## config.mk

```make
export PLATFORM = sky130hd
export DESIGN_NAME = hsv_color_range_mask_update_top
export DESIGN_NICKNAME = d
export VERILOG_FILES = /design/src/hw/rtl/hcrm_pkg.sv /design/src/hw/rtl/hsv_color_range_mask_update_top.sv /design/src/hw/rtl/hcrm_front.sv /design/src/hw/rtl/hcrm_queue.sv /design/src/hw/rtl/hcrm_back.sv
export SDC_FILE = /design/constraint.sdc
export NUM_CORES = 1
export LEC_CHECK = 0
export BUFFER_PORTS_ARGS = -buffer_cell sky130_fd_sc_hd__buf_4
export CORE_UTILIZATION = 29
export DETAILED_ROUTE_END_ITERATION = 16
export MAX_ROUTING_LAYER = met4
export SLEW_MARGIN = 10
export SYNTH_ARGS = -nofsm -noshare
export SYNTH_HDL_FRONTEND = slang
export SYNTH_SLANG_ARGS = --single-unit
export TNS_END_PERCENT = 1
```

## constraint.sdc

```tcl
create_clock -name clk -period 11.5 [get_ports clk]
set_input_delay 1.725 -clock clk [delete_from_list [all_inputs] [get_ports clk]]
set_output_delay 1.725 -clock clk [all_outputs]
set_load 0.05 [all_outputs]
```

## src/hw/rtl/hcrm_pkg.sv

```systemverilog
// Shared types, constants and register codes for the HSV color range mask block.
`timescale 1ns / 1ps

package hcrm_pkg;

  localparam int PIX_W  = 8;
  localparam int HUE_W  = 9;
  localparam int NUM_W  = 15;
  localparam int DIV_W  = 9;
  localparam int QUO_W  = 6;
  localparam int ADDR_W = 4;
  localparam int DATA_W = 32;

  localparam int QUEUE_DEPTH_DEF = 4;

  // Cycles from the accepting edge to the edge that ends the result cycle:
  // front register, queue entry, the divider stages and the output register.
  localparam int LATENCY = QUO_W + 3;

  localparam logic [NUM_W-1:0] HUE_MUL = NUM_W'(120);

  localparam logic [HUE_W-1:0] HUE_BASE_RED_UP  = HUE_W'(0);
  localparam logic [HUE_W-1:0] HUE_BASE_YELLOW  = HUE_W'(60);
  localparam logic [HUE_W-1:0] HUE_BASE_GREEN   = HUE_W'(120);
  localparam logic [HUE_W-1:0] HUE_BASE_CYAN    = HUE_W'(180);
  localparam logic [HUE_W-1:0] HUE_BASE_BLUE    = HUE_W'(240);
  localparam logic [HUE_W-1:0] HUE_BASE_MAGENTA = HUE_W'(300);

  localparam logic [HUE_W-1:0] HUE_ZERO    = HUE_W'(0);
  localparam logic [HUE_W-1:0] HUE_FULL    = HUE_W'(360);
  localparam logic [HUE_W-1:0] RED_LO      = HUE_W'(330);
  localparam logic [HUE_W-1:0] RED_HI      = HUE_W'(40);
  localparam logic [HUE_W-1:0] YELLOW_LO   = HUE_W'(40);
  localparam logic [HUE_W-1:0] YELLOW_HI   = HUE_W'(65);
  localparam logic [HUE_W-1:0] GREEN_LO    = HUE_W'(70);
  localparam logic [HUE_W-1:0] GREEN_HI    = HUE_W'(155);
  localparam logic [HUE_W-1:0] CYAN_LO     = HUE_W'(150);
  localparam logic [HUE_W-1:0] CYAN_HI     = HUE_W'(190);
  localparam logic [HUE_W-1:0] BLUE_LO     = HUE_W'(185);
  localparam logic [HUE_W-1:0] BLUE_HI     = HUE_W'(270);
  localparam logic [HUE_W-1:0] MAGENTA_LO  = HUE_W'(265);
  localparam logic [HUE_W-1:0] MAGENTA_HI  = HUE_W'(330);

  localparam logic [PIX_W-1:0] VALUE_HI    = PIX_W'(200);
  localparam logic [PIX_W-1:0] VALUE_LO    = PIX_W'(100);
  localparam logic [PIX_W-1:0] FULL_SELECT = PIX_W'(255);
  localparam logic [PIX_W-1:0] NO_SELECT   = PIX_W'(0);

  typedef enum logic [3:0] {
    CLS_RED       = 4'd0,
    CLS_YELLOW    = 4'd1,
    CLS_GREEN     = 4'd2,
    CLS_CYAN      = 4'd3,
    CLS_BLUE      = 4'd4,
    CLS_MAGENTA   = 4'd5,
    CLS_HIGHLIGHT = 4'd6,
    CLS_MIDTONE   = 4'd7,
    CLS_SHADOW    = 4'd8
  } range_class_t;

  localparam logic [1:0] REG_RANGE_CLASS   = 2'd0;
  localparam logic [1:0] REG_INVERT_SELECT = 2'd1;
  localparam logic [1:0] REG_SUBTRACT_MODE = 2'd2;

  typedef struct packed {
    logic [PIX_W-1:0] pixel_red;
    logic [PIX_W-1:0] pixel_green;
    logic [PIX_W-1:0] pixel_blue;
    logic [PIX_W-1:0] pixel_alpha;
    logic [PIX_W-1:0] current_selectedness;
  } in_t;

  typedef struct packed {
    logic [PIX_W-1:0] new_selectedness;
    logic             mask_written;
  } out_t;

  // One classified pixel waiting for the hue division and band test.
  typedef struct packed {
    logic             has_hue;
    logic [HUE_W-1:0] hue_base;
    logic [NUM_W-1:0] numer;
    logic [DIV_W-1:0] divisor;
    logic [PIX_W-1:0] value;
    logic             opaque;
    logic [PIX_W-1:0] cur;
  } work_t;

  typedef struct packed {
    logic [3:0] range_class;
    logic       invert_select;
    logic       subtract_mode;
  } cfg_t;

endpackage

```

## src/hw/rtl/hsv_color_range_mask_update_top.sv

```systemverilog
// Top level of the HSV color range mask update block with its register port.
`timescale 1ns / 1ps

// The block takes one RGBA pixel and the stored selection value per item and
// returns the mask value to write back, plus a flag that says it was rewritten.
// Input channel: an item is taken at each rising edge with start high and busy
// low. The front part converts the pixel and parks it in a short queue; the
// back part runs a six-stage restoring divider for the hue and then tests the
// configured band. Every stage moves each cycle, so one item per clock is
// sustained and busy stays low in normal operation.
// Result channel: out_valid is high for exactly one cycle per item, in order,
// and the result is taken at the edge that ends that cycle. The receiver cannot
// stall, so no backpressure reaches the pipeline.
// Path: an accepted item passes the front register, the queue entry and the
// six divider stages, then the output register drives the result ports.
// Configuration: APB writes at byte addresses 0, 4 and 8 set range_class,
// invert_select and subtract_mode. Write them only while no item is in flight.
// Reset (synchronous, active low) clears the registers to zero, empties the
// queue and pipeline, and holds busy high while it is asserted.
module hsv_color_range_mask_update_top import hcrm_pkg::*; #(
  parameter int QUEUE_DEPTH = QUEUE_DEPTH_DEF
) (
  input  logic              clk,
  input  logic              rst_n,
  input  logic              start,
  output logic              busy,
  input  in_t               in_data,
  output logic              out_valid,
  output out_t              out_data,
  input  logic              psel,
  input  logic              penable,
  input  logic              pwrite,
  input  logic [ADDR_W-1:0] paddr,
  input  logic [DATA_W-1:0] pwdata,
  output logic [DATA_W-1:0] prdata,
  output logic              pready
);

  cfg_t  cfg_r, cfg_nxt;
  logic  cfg_write;
  logic  accept;
  logic  push;
  work_t front_work;
  work_t head;
  logic  q_empty;
  logic  q_full;
  logic  pop;

  // Register file.
  assign pready    = 1'b1;
  assign cfg_write = psel && penable && pwrite;

  always_comb begin
    cfg_nxt = cfg_r;
    if (cfg_write) begin
      unique case (paddr[3:2])
        REG_RANGE_CLASS:   cfg_nxt.range_class   = pwdata[3:0];
        REG_INVERT_SELECT: cfg_nxt.invert_select = pwdata[0];
        REG_SUBTRACT_MODE: cfg_nxt.subtract_mode = pwdata[0];
        default:           cfg_nxt = cfg_r;
      endcase
    end
  end

  always_ff @(posedge clk) begin
    if (!rst_n) begin
      cfg_r <= '0;
    end else begin
      cfg_r <= cfg_nxt;
    end
  end

  always_comb begin
    unique case (paddr[3:2])
      REG_RANGE_CLASS:   prdata = DATA_W'(cfg_r.range_class);
      REG_INVERT_SELECT: prdata = DATA_W'(cfg_r.invert_select);
      REG_SUBTRACT_MODE: prdata = DATA_W'(cfg_r.subtract_mode);
      default:           prdata = '0;
    endcase
  end

  // The queue only fills if the back part stops, which it never does.
  assign busy   = !rst_n || q_full;
  assign accept = start && !busy;

  hcrm_front u_front (
    .clk      (clk),
    .rst_n    (rst_n),
    .accept_i (accept),
    .item_i   (in_data),
    .push_o   (push),
    .work_o   (front_work)
  );

  hcrm_queue #(
    .DEPTH (QUEUE_DEPTH)
  ) u_queue (
    .clk     (clk),
    .rst_n   (rst_n),
    .push_i  (push),
    .data_i  (front_work),
    .pop_i   (pop),
    .data_o  (head),
    .empty_o (q_empty),
    .full_o  (q_full)
  );

  hcrm_back u_back (
    .clk          (clk),
    .rst_n        (rst_n),
    .head_i       (head),
    .head_valid_i (!q_empty),
    .cfg_i        (cfg_r),
    .pop_o        (pop),
    .out_valid_o  (out_valid),
    .out_data_o   (out_data)
  );

endmodule

```

## src/hw/rtl/hcrm_front.sv

```systemverilog
// Front part: takes a pixel, finds max, min and the hue sector, forms the division operands.
`timescale 1ns / 1ps

module hcrm_front import hcrm_pkg::*; (
  input  logic  clk,
  input  logic  rst_n,
  input  logic  accept_i,
  input  in_t   item_i,
  output logic  push_o,
  output work_t work_o
);

  logic [PIX_W-1:0] r, g, b;
  logic [PIX_W-1:0] mx, mn, d, n;
  logic [HUE_W-1:0] base;
  logic             valid_r;
  work_t            work_r;
  work_t            work_nxt;

  assign r = item_i.pixel_red;
  assign g = item_i.pixel_green;
  assign b = item_i.pixel_blue;

  // Red wins ties for the largest channel, then green.
  always_comb begin
    mn = r;
    if (g < mn) mn = g;
    if (b < mn) mn = b;
    if (r >= g && r >= b) begin
      mx = r;
    end else if (g >= b) begin
      mx = g;
    end else begin
      mx = b;
    end
    d = mx - mn;
    if (r >= g && r >= b) begin
      if (g >= b) begin
        n    = g - b;
        base = HUE_BASE_RED_UP;
      end else begin
        n    = d - (b - g);
        base = HUE_BASE_MAGENTA;
      end
    end else if (g >= b) begin
      if (b > r) begin
        n    = b - r;
        base = HUE_BASE_GREEN;
      end else begin
        n    = d - (r - b);
        base = HUE_BASE_YELLOW;
      end
    end else begin
      if (r > g) begin
        n    = r - g;
        base = HUE_BASE_BLUE;
      end else begin
        n    = d - (g - r);
        base = HUE_BASE_CYAN;
      end
    end
  end

  always_comb begin
    work_nxt.has_hue  = (d != '0);
    work_nxt.hue_base = base;
    work_nxt.numer    = NUM_W'(n) * HUE_MUL + NUM_W'(d);
    work_nxt.divisor  = {d, 1'b0};
    work_nxt.value    = mx;
    work_nxt.opaque   = (item_i.pixel_alpha != '0);
    work_nxt.cur      = item_i.current_selectedness;
  end

  always_ff @(posedge clk) begin
    if (!rst_n) begin
      valid_r <= 1'b0;
    end else begin
      valid_r <= accept_i;
    end
    work_r <= work_nxt;
  end

  assign push_o = valid_r;
  assign work_o = work_r;

endmodule

```

## src/hw/rtl/hcrm_queue.sv

```systemverilog
// Short queue of classified pixels between the front and back parts.
`timescale 1ns / 1ps

module hcrm_queue import hcrm_pkg::*; #(
  parameter int DEPTH = QUEUE_DEPTH_DEF
) (
  input  logic  clk,
  input  logic  rst_n,
  input  logic  push_i,
  input  work_t data_i,
  input  logic  pop_i,
  output work_t data_o,
  output logic  empty_o,
  output logic  full_o
);

  localparam int PTR_W = $clog2(DEPTH);
  localparam int CNT_W = $clog2(DEPTH + 1);

  work_t            entry_r [DEPTH];
  logic [PTR_W-1:0] wr_ptr_r, wr_ptr_nxt;
  logic [PTR_W-1:0] rd_ptr_r, rd_ptr_nxt;
  logic [CNT_W-1:0] count_r, count_nxt;
  logic             do_pop;

  assign empty_o = (count_r == '0);
  assign full_o  = (count_r == CNT_W'(DEPTH));
  assign do_pop  = pop_i && !empty_o;
  assign data_o  = entry_r[rd_ptr_r];

  always_comb begin
    wr_ptr_nxt = wr_ptr_r;
    rd_ptr_nxt = rd_ptr_r;
    count_nxt  = count_r;
    if (push_i) begin
      wr_ptr_nxt = (wr_ptr_r == PTR_W'(DEPTH - 1)) ? '0 : wr_ptr_r + 1'b1;
    end
    if (do_pop) begin
      rd_ptr_nxt = (rd_ptr_r == PTR_W'(DEPTH - 1)) ? '0 : rd_ptr_r + 1'b1;
    end
    if (push_i && !do_pop) begin
      count_nxt = count_r + 1'b1;
    end else if (do_pop && !push_i) begin
      count_nxt = count_r - 1'b1;
    end
  end

  always_ff @(posedge clk) begin
    if (!rst_n) begin
      wr_ptr_r <= '0;
      rd_ptr_r <= '0;
      count_r  <= '0;
    end else begin
      wr_ptr_r <= wr_ptr_nxt;
      rd_ptr_r <= rd_ptr_nxt;
      count_r  <= count_nxt;
    end
    if (push_i) begin
      entry_r[wr_ptr_r] <= data_i;
    end
  end

endmodule

```

## src/hw/rtl/hcrm_back.sv

```systemverilog
// Back part: pipelined hue division, band test and mask value update.
`timescale 1ns / 1ps

module hcrm_back import hcrm_pkg::*; (
  input  logic  clk,
  input  logic  rst_n,
  input  work_t head_i,
  input  logic  head_valid_i,
  input  cfg_t  cfg_i,
  output logic  pop_o,
  output logic  out_valid_o,
  output out_t  out_data_o
);

  typedef struct packed {
    logic             valid;
    work_t            work;
    logic [NUM_W-1:0] rem;
    logic [QUO_W-1:0] quo;
  } div_stage_t;

  div_stage_t       stage_r   [QUO_W];
  div_stage_t       stage_nxt [QUO_W];
  div_stage_t       last;
  logic [HUE_W-1:0] hue;
  logic             in_band;
  logic             match;
  logic             out_valid_r;
  out_t             out_r, out_nxt;

  // The back part never stalls, so it drains the queue every cycle.
  assign pop_o = head_valid_i;

  // One restoring quotient bit per stage, most significant first.
  for (genvar k = 0; k < QUO_W; k++) begin : g_div
    div_stage_t       src;
    div_stage_t       nxt;
    logic [NUM_W-1:0] trial;

    if (k == 0) begin : g_first
      assign src = '{valid: head_valid_i, work: head_i, rem: head_i.numer, quo: '0};
    end else begin : g_next
      assign src = stage_r[k-1];
    end

    assign trial = NUM_W'(src.work.divisor) << (QUO_W - 1 - k);

    always_comb begin
      nxt = src;
      if (src.rem >= trial) begin
        nxt.rem                = src.rem - trial;
        nxt.quo[QUO_W - 1 - k] = 1'b1;
      end
    end

    assign stage_nxt[k] = nxt;
  end

  assign last = stage_r[QUO_W-1];
  assign hue  = last.work.hue_base + HUE_W'(last.quo);

  always_comb begin
    unique case (cfg_i.range_class)
      CLS_RED:       in_band = last.work.has_hue &&
                               ((hue > RED_LO && hue < HUE_FULL) ||
                                (hue > HUE_ZERO && hue < RED_HI));
      CLS_YELLOW:    in_band = last.work.has_hue && hue > YELLOW_LO && hue < YELLOW_HI;
      CLS_GREEN:     in_band = last.work.has_hue && hue > GREEN_LO && hue < GREEN_HI;
      CLS_CYAN:      in_band = last.work.has_hue && hue > CYAN_LO && hue < CYAN_HI;
      CLS_BLUE:      in_band = last.work.has_hue && hue > BLUE_LO && hue < BLUE_HI;
      CLS_MAGENTA:   in_band = last.work.has_hue && hue > MAGENTA_LO && hue < MAGENTA_HI;
      CLS_HIGHLIGHT: in_band = last.work.value > VALUE_HI;
      CLS_MIDTONE:   in_band = last.work.value > VALUE_LO && last.work.value < VALUE_HI;
      CLS_SHADOW:    in_band = last.work.value < VALUE_LO;
      default:       in_band = 1'b0;
    endcase
  end

  // A match writes full selection when invert_select equals subtract_mode, else zero.
  always_comb begin
    match                   = last.work.opaque && in_band;
    out_nxt.mask_written    = match;
    out_nxt.new_selectedness = last.work.cur;
    if (match) begin
      out_nxt.new_selectedness = (cfg_i.invert_select == cfg_i.subtract_mode) ?
                                 FULL_SELECT : NO_SELECT;
    end
  end

  always_ff @(posedge clk) begin
    for (int k = 0; k < QUO_W; k++) begin
      stage_r[k].work <= stage_nxt[k].work;
      stage_r[k].rem  <= stage_nxt[k].rem;
      stage_r[k].quo  <= stage_nxt[k].quo;
    end
    out_r <= out_nxt;
    if (!rst_n) begin
      for (int k = 0; k < QUO_W; k++) begin
        stage_r[k].valid <= 1'b0;
      end
      out_valid_r <= 1'b0;
    end else begin
      for (int k = 0; k < QUO_W; k++) begin
        stage_r[k].valid <= stage_nxt[k].valid;
      end
      out_valid_r <= last.valid;
    end
  end

  assign out_valid_o = out_valid_r;
  assign out_data_o  = out_r;

endmodule

```

==> results.yml, run 1 <==
detailed_routing:
  wire_per_inst_um: 14.0
  drt-total-wl_um: 42600
  drt_first_pass_iters: 5
  viasPerCell: 4.38
  vias: 13300
  drt_iter0_drc: 517
  drc: 0
  ant_nets: 0
logic_synthesis:
  synthCells: 1821
  netlist_top_cells_area: "dfxtp_1 (31%), edfxtp_1 (24%), ha_1 (7.9%), mux4_2 (4.3%), fa_1 (3.8%)"
  ys_types: 84
  synth_top_cell_by_area: "dfxtp_1"
  synth_commonest_cells: "dfxtp_1 (349), edfxtp_1 (180), inv_1 (158)"
  ys_ff_latch: 529
  synth_top_area_share_pct: 31.3
  yosysWarnings: 0
  synth.avg_cell_area_um2: 12.2
  syn-cell-area_um2: 22300
  synth_most_common_cell: "dfxtp_1"
  synth_ff_type: "dfxtp_1"
  async_flop_share_pct: 0
  synth_edf_count: 180
  seq_area_frac_synth_pct: 55.6
floorplanning:
  start_util_pct: 29.4
  io_pins: 126
  dieArea_um2: 78000
  std_cell_rows: 101
  core_um2: 75900
  fp.dieW_um: 279
  die_y_um: 279
layout:
  seqCellArea_um2: 12400
  multi_input_area_um2: 9070
  fill_cells: 7401
  synthToLayoutAreaGrowth_pct: 17.2
  drive_gt1_share_pct: 15.5
  final_cells: 3044
  diodes: 0
  final_nets: 2238
  finalInstanceArea_um2: 26100
hold_path:
  worstHoldPathCells: 0
  hold_path_end: "u_back.stage_r[0][320]"
  hp-start: "u_back.stage_r[0][247]"
  hp-class: "reg2reg"
clock_tree:
  ctsRootBufferMaster: "clkbuf_16"
  clk_latency_ns: 0.58
  cts_buffer_depth: 3
  cts_tree: "built"
  clk_pin_slew_ns: 0.06
  cts_setup_buffers: 0
  h-tree-depth: 2
  numCtsBuffers: 50
  numClockSinks: 529
critical_path:
  worst-path-max-fanout: 17
  timing.rr.end: "u_back.stage_r[0][18]"
  ff2ff_setup_slack_ns: 7.23
  crit_path_start_kind: "primary input"
  worst_path_most_repeated_cell: "ha_1"
  crit_slowest_cell: "fa_1"
  required_ns: 12.00
  crit_path_end_kind: "register"
  crit_type: "in2reg"
  slowest_delay_ns: 0.49
  reg2regPathDepth: 15
  cp.arrival_ns: 11.11
sta:
  fin_crit_ns: 10.61
  rsz0062_at_grt: "false"
  fin_skew_ns: 0.0130
  fmax_mhz: 94.3
  hold_viol_final: 0
  fin_ws_ns: 0.891
  setup_viol: 0
  relSlewSlack_pct: 27.0
  worst_slew_pin_slew_ns: 1.09
  maxSlewViolCount: 0
  final.period_utilization_pct: 92.3
  fin_hold_ws_ns: 0.322
grt:
  grt_pass1_vias: 13800
  grt.total_usage_pct: 11.4
  grtUsageMet1_pct: 13.4
  grt_pass1_wl_um: 69500
  use_met3_pct: 1.79
  grt_max_degree: 48
  antenna_found_initial: 0
  use_met2_pct: 19.5
  gr-max-usage-layer: "met2"
  grt_overflow: 0
placed_design:
  hpwl_um: 30900
  port-buffer-count: 66
  dp_cells: 2951
  place_congestion: 0.903
  preCtsSetupSlack_ns: -0.0807
  placed_area_um2: 24400
job:
  drv_cap: 0
run_status:
  status: "complete, no violations"
[routing by layer]
layer / wire length [um] / vias to the layer above
met2: 20800 / 219
li1: - / 6672
met5: 0 / -
met3: 1390 / 75
met4: 1480 / 0
met1: 18900 / 6354
[cells in the final DEF (no fill, tap or decap), drive strengths merged, types with 11 or more instances in the layout]
cell and n:
a211oi 18, a21o 48, a21oi 96, and2 20
buf 139, clkbuf 74, clkinv 11, conb 29
dfxtp 349, edfxtp 180, fa 42, ha 141
inv 161, mux2 13, mux2i 23, mux4 43
nand2 80, nand2b 23, nand3 21, nand4 17
nor2 95, nor2b 35, nor3 21, nor4 13
o21ai 85, xnor2 79, xor2 31
[final cells by class]
cell class                 count  share of cell area, %
clock buffer                  74                   5.64
clock inverter                19                   1.02
inverter                     159                   2.28
multi-input combinational   1094                   34.7
sequential                   529                   47.4
tap                         1030                   4.93
timing repair buffer         139                   3.99
[critical path, delay by kind of cell]
family	cells	cell delay, ns
adder cells (fa/ha/maj)	9	2.88
AO/OA/AOI/OAI	13	2.56
XOR/XNOR	5	0.83
AND/OR/NAND/NOR	13	1.81
multiplexers	1	0.21
buffers and inverters	9	1.08
[metrics by stage]
stage	util [%]	TNS, ns
floorplan	-	0
global placement	32.1	0
detailed placement	32.1	-0.0807
CTS	34.4	0
global route	34.4	0
finish	34.4	0
[worst max path at each step]
stage | start | endpoint | cells after the start
3_5_place_dp | in_data[32] | u_front.work_o[40] | 47
4_1_cts | in_data[32] | u_front.work_o[40] | 47
2_1_floorplan | in_data[29] | u_front.work_o[40] | 45
5_1_grt | in_data[32] | u_front.work_o[40] | 48
6_report | in_data[32] | u_front.work_o[40] | 50
3_3_place_gp | in_data[32] | u_front.work_o[40] | 47
[logic make-up (layout without fill, tap and decap cells)]
| group | Yosys count | in the layout | share of synthesized area (%) |
|---|---|---|---|
| xor gates and xnor gates | 112 | 112 | 4.53 |
| and+or+nand+nor | 364 | 364 | 8.33 |
| muxes | 79 | 79 | 6.05 |
| DFF | 529 | 529 | 55.6 |
| AOI/OAI and AO/OA | 327 | 327 | 9.44 |
| adders and majority gates | 183 | 183 | 11.7 |
| other | 2 | 29 | 0.0337 |
| buffers and inverters | 225 | 391 | 4.35 |
[what timing repair did]
action | 4_1_cts | 5_1_grt
hold endpoints to repair | 0 | 0
setup endpoints to repair | 0 | 4
resized for setup | 0 | 4
hold buffers | 0 | 0
[flip-flops by register name (all words and copies together), names as in the netlist, named ones only]
name / cells
u_back.stage_r: 278
u_queue.entry_r: 180
u_front.work_o: 45
u_back.out_data_o: 9
cfg_r: 6
u_queue.count_r: 3
u_queue.rd_ptr_r: 2
u_queue.wr_ptr_r: 2
u_back.out_valid_o: 1
u_front.push_o: 1
Power of run 1 is left out: the tool's default activity adds up to more than one toggle a clock period on the data nets, which glitch-free logic cannot reach.
==> run 2: changes to the inputs <==
--- a/config.mk
+++ b/config.mk
@@ -5,6 +5,7 @@
 export SDC_FILE = /design/constraint.sdc
 export NUM_CORES = 1
 export LEC_CHECK = 0
+export ABC_AREA = 1
 export BUFFER_PORTS_ARGS = -buffer_cell sky130_fd_sc_hd__buf_4
 export CORE_UTILIZATION = 29
 export DETAILED_ROUTE_END_ITERATION = 16
==> run 2 against run 1 <==
Against the previous run: count of clock-buffer cells in the layout stayed put; design area is 1.9% lower; critical path depth shrank 3; highest routed layer unchanged.
==> results.yml, run 2 <==
floorplanning:
  std_cell_rows: 101
  fp.dieW_um: 279
  start_util_pct: 29.3
  core_um2: 75800
  dieArea_um2: 77600
  die_y_um: 279
  io_pins: 126
critical_path:
  cp.arrival_ns: 10.70
  crit_slowest_cell: "fa_1"
  ff2ff_setup_slack_ns: 6.69
  required_ns: 12.00
  crit_type: "in2reg"
  worst-path-max-fanout: 16
  crit_path_end_kind: "register"
  worst_path_most_repeated_cell: "inv_1"
  crit_path_start_kind: "primary input"
  slowest_delay_ns: 0.55
  reg2regPathDepth: 18
  timing.rr.end: "u_back.stage_r[0][20]"
layout:
  finalInstanceArea_um2: 25600
  finalCoreUtilization_pct: 33.8
  final_nets: 2524
  mostFrequentLayoutCell: "dfxtp_1"
  diodes: 0
  regMostFlops: "u_back.stage_r"
  largest_reg_flops: 278
  final_cell_mix: "dfxtp_1 (348), inv_1 (257), nand2_1 (252)"
  fill_cells: 7580
  final_cells: 3280
  drive_gt1_share_pct: 10.6
  synthToLayoutAreaGrowth_pct: 15.6
grt:
  grt_pass1_vias: 13600
  use_met3_pct: 1.79
  use_met2_pct: 18.5
  grt_overflow: 0
  grt.total_usage_pct: 11.1
  gr-max-usage-layer: "met2"
  grtUsageMet1_pct: 13.8
  antenna_found_initial: 0
  grt_pass1_wl_um: 67800
  grt_max_degree: 67
sta:
  rsz0062_at_grt: "false"
  relSlewSlack_pct: 29.7
  fin_crit_ns: 10.20
  fmax_mhz: 98.1
  finalSetupTns_ns: 0
  maxSlewViolCount: 0
  hold_viol_final: 0
  setup_viol: 0
  worst_slew_pin_slew_ns: 1.05
  fin_skew_ns: 0.0160
  final.period_utilization_pct: 88.7
detailed_routing:
  viasPerCell: 4.31
  drc: 0
  drt_iter0_drc: 732
  wire_per_inst_um: 12.8
  drt_first_pass_iters: 4
  ant_nets: 0
  vias: 14200
  drt-total-wl_um: 42000
job:
  drv_cap: 0
placed_design:
  hpwl_um: 29300
  dp_cells: 3184
  port-buffer-count: 66
  placed_area_um2: 23900
  place_congestion: 0.881
clock_tree:
  cts_setup_buffers: 0
  numCtsBuffers: 51
  cts_resized: 0
  clk_pin_slew_ns: 0.06
  ctsRootBufferMaster: "clkbuf_16"
  cts_buffer_depth: 3
  clk_latency_ns: 0.57
  numClockSinks: 529
  h-tree-depth: 2
  cts_hold_repair.buffers: 0
  cts_tree: "built"
hold_path:
  hold_path_end: "u_back.stage_r[0][78]"
  hp-class: "reg2reg"
  hp-start: "u_back.stage_r[0][5]"
  worstHoldPathCells: 0
logic_synthesis:
  async_flop_share_pct: 0
  synth_top_area_share_pct: 31.5
  synth_edf_count: 180
  seq_area_frac_synth_pct: 55.9
  synthCells: 2150
  synth_most_common_cell: "dfxtp_1"
  netlist_top_cells_area: "dfxtp_1 (31%), edfxtp_1 (24%), ha_1 (8.0%), inv_1 (4.4%), nand2_1 (4.3%)"
  yosysWarnings: 0
  synth_top_cell_by_area: "dfxtp_1"
  synth.avg_cell_area_um2: 10.3
  synth_commonest_cells: "dfxtp_1 (349), inv_1 (261), nand2_1 (252)"
  syn-cell-area_um2: 22200
  ys_types: 67
  ys_ff_latch: 529
  synth_ff_type: "dfxtp_1"
run_status:
  status: "complete, no violations"
## run 2: critical path: cells and delay by family
kind	cells	cell delay, ns
AND/OR/NAND/NOR	16	2.06
AO/OA/AOI/OAI	8	1.36
buffers and inverters	11	1.06
XOR/XNOR	1	0.14
adder cells (fa/ha/maj)	11	4.38
## run 2: how the worst max path moves through the flow
| stage | from | to | slack (ns) |
|---|---|---|---|
| 2_1_floorplan | in_data[32] | u_front.work_o[40] | 1.11 |
| 3_3_place_gp | in_data[32] | u_front.work_o[39] | 0.83 |
| 3_5_place_dp | in_data[32] | u_front.work_o[39] | 0.74 |
| 4_1_cts | in_data[32] | u_front.work_o[39] | 1.31 |
| 5_1_grt | in_data[29] | u_front.work_o[40] | 0.51 |
| 6_report | in_data[32] | u_front.work_o[39] | 1.30 |
## run 2: logic make-up after synthesis
| family | count (synthesis) | share of synthesized area [%] |
|---|---|---|
| AND/OR/NAND/NOR | 582 | 11.5 |
| flip-flops | 529 | 55.9 |
| AO/OA/AOI/OAI | 416 | 10.6 |
| buffers and inverters | 341 | 6.36 |
| adder cells (fa/ha/maj) | 183 | 11.7 |
| XOR/XNOR | 96 | 3.82 |
| other | 2 | 0.0339 |
| multiplexers | 1 | 0.0451 |
## run 2: area by class of cell
class / instances / area [um2] / share of cell area, %
tap: 978 / 1220 / 4.77
clock buffer: 74 / 1510 / 5.87
multi-input combinational: 1307 / 8480 / 33.1
inverter: 271 / 1020 / 3.99
clock inverter: 22 / 278 / 1.08
sequential: 529 / 12400 / 48.3
timing repair buffer: 99 / 743 / 2.90
## run 2: layer usage
layer / routed length (um) / part of all wire (%)
met4: 907 / 2.2
met2: 19900 / 47
met3: 1530 / 3.6
met1: 19700 / 47
met5: 0 / 0
## run 2: through the flow
step	worst slack [ns]	hold slack (ns)
after CTS	1.31	0.321
final	1.30	0.321
after global placement	0.831	0.310
after detailed placement	0.745	0.312
after floorplan	1.11	0.310
after global routing	0.514	0.325
Power of run 2 is left out for the same reason.
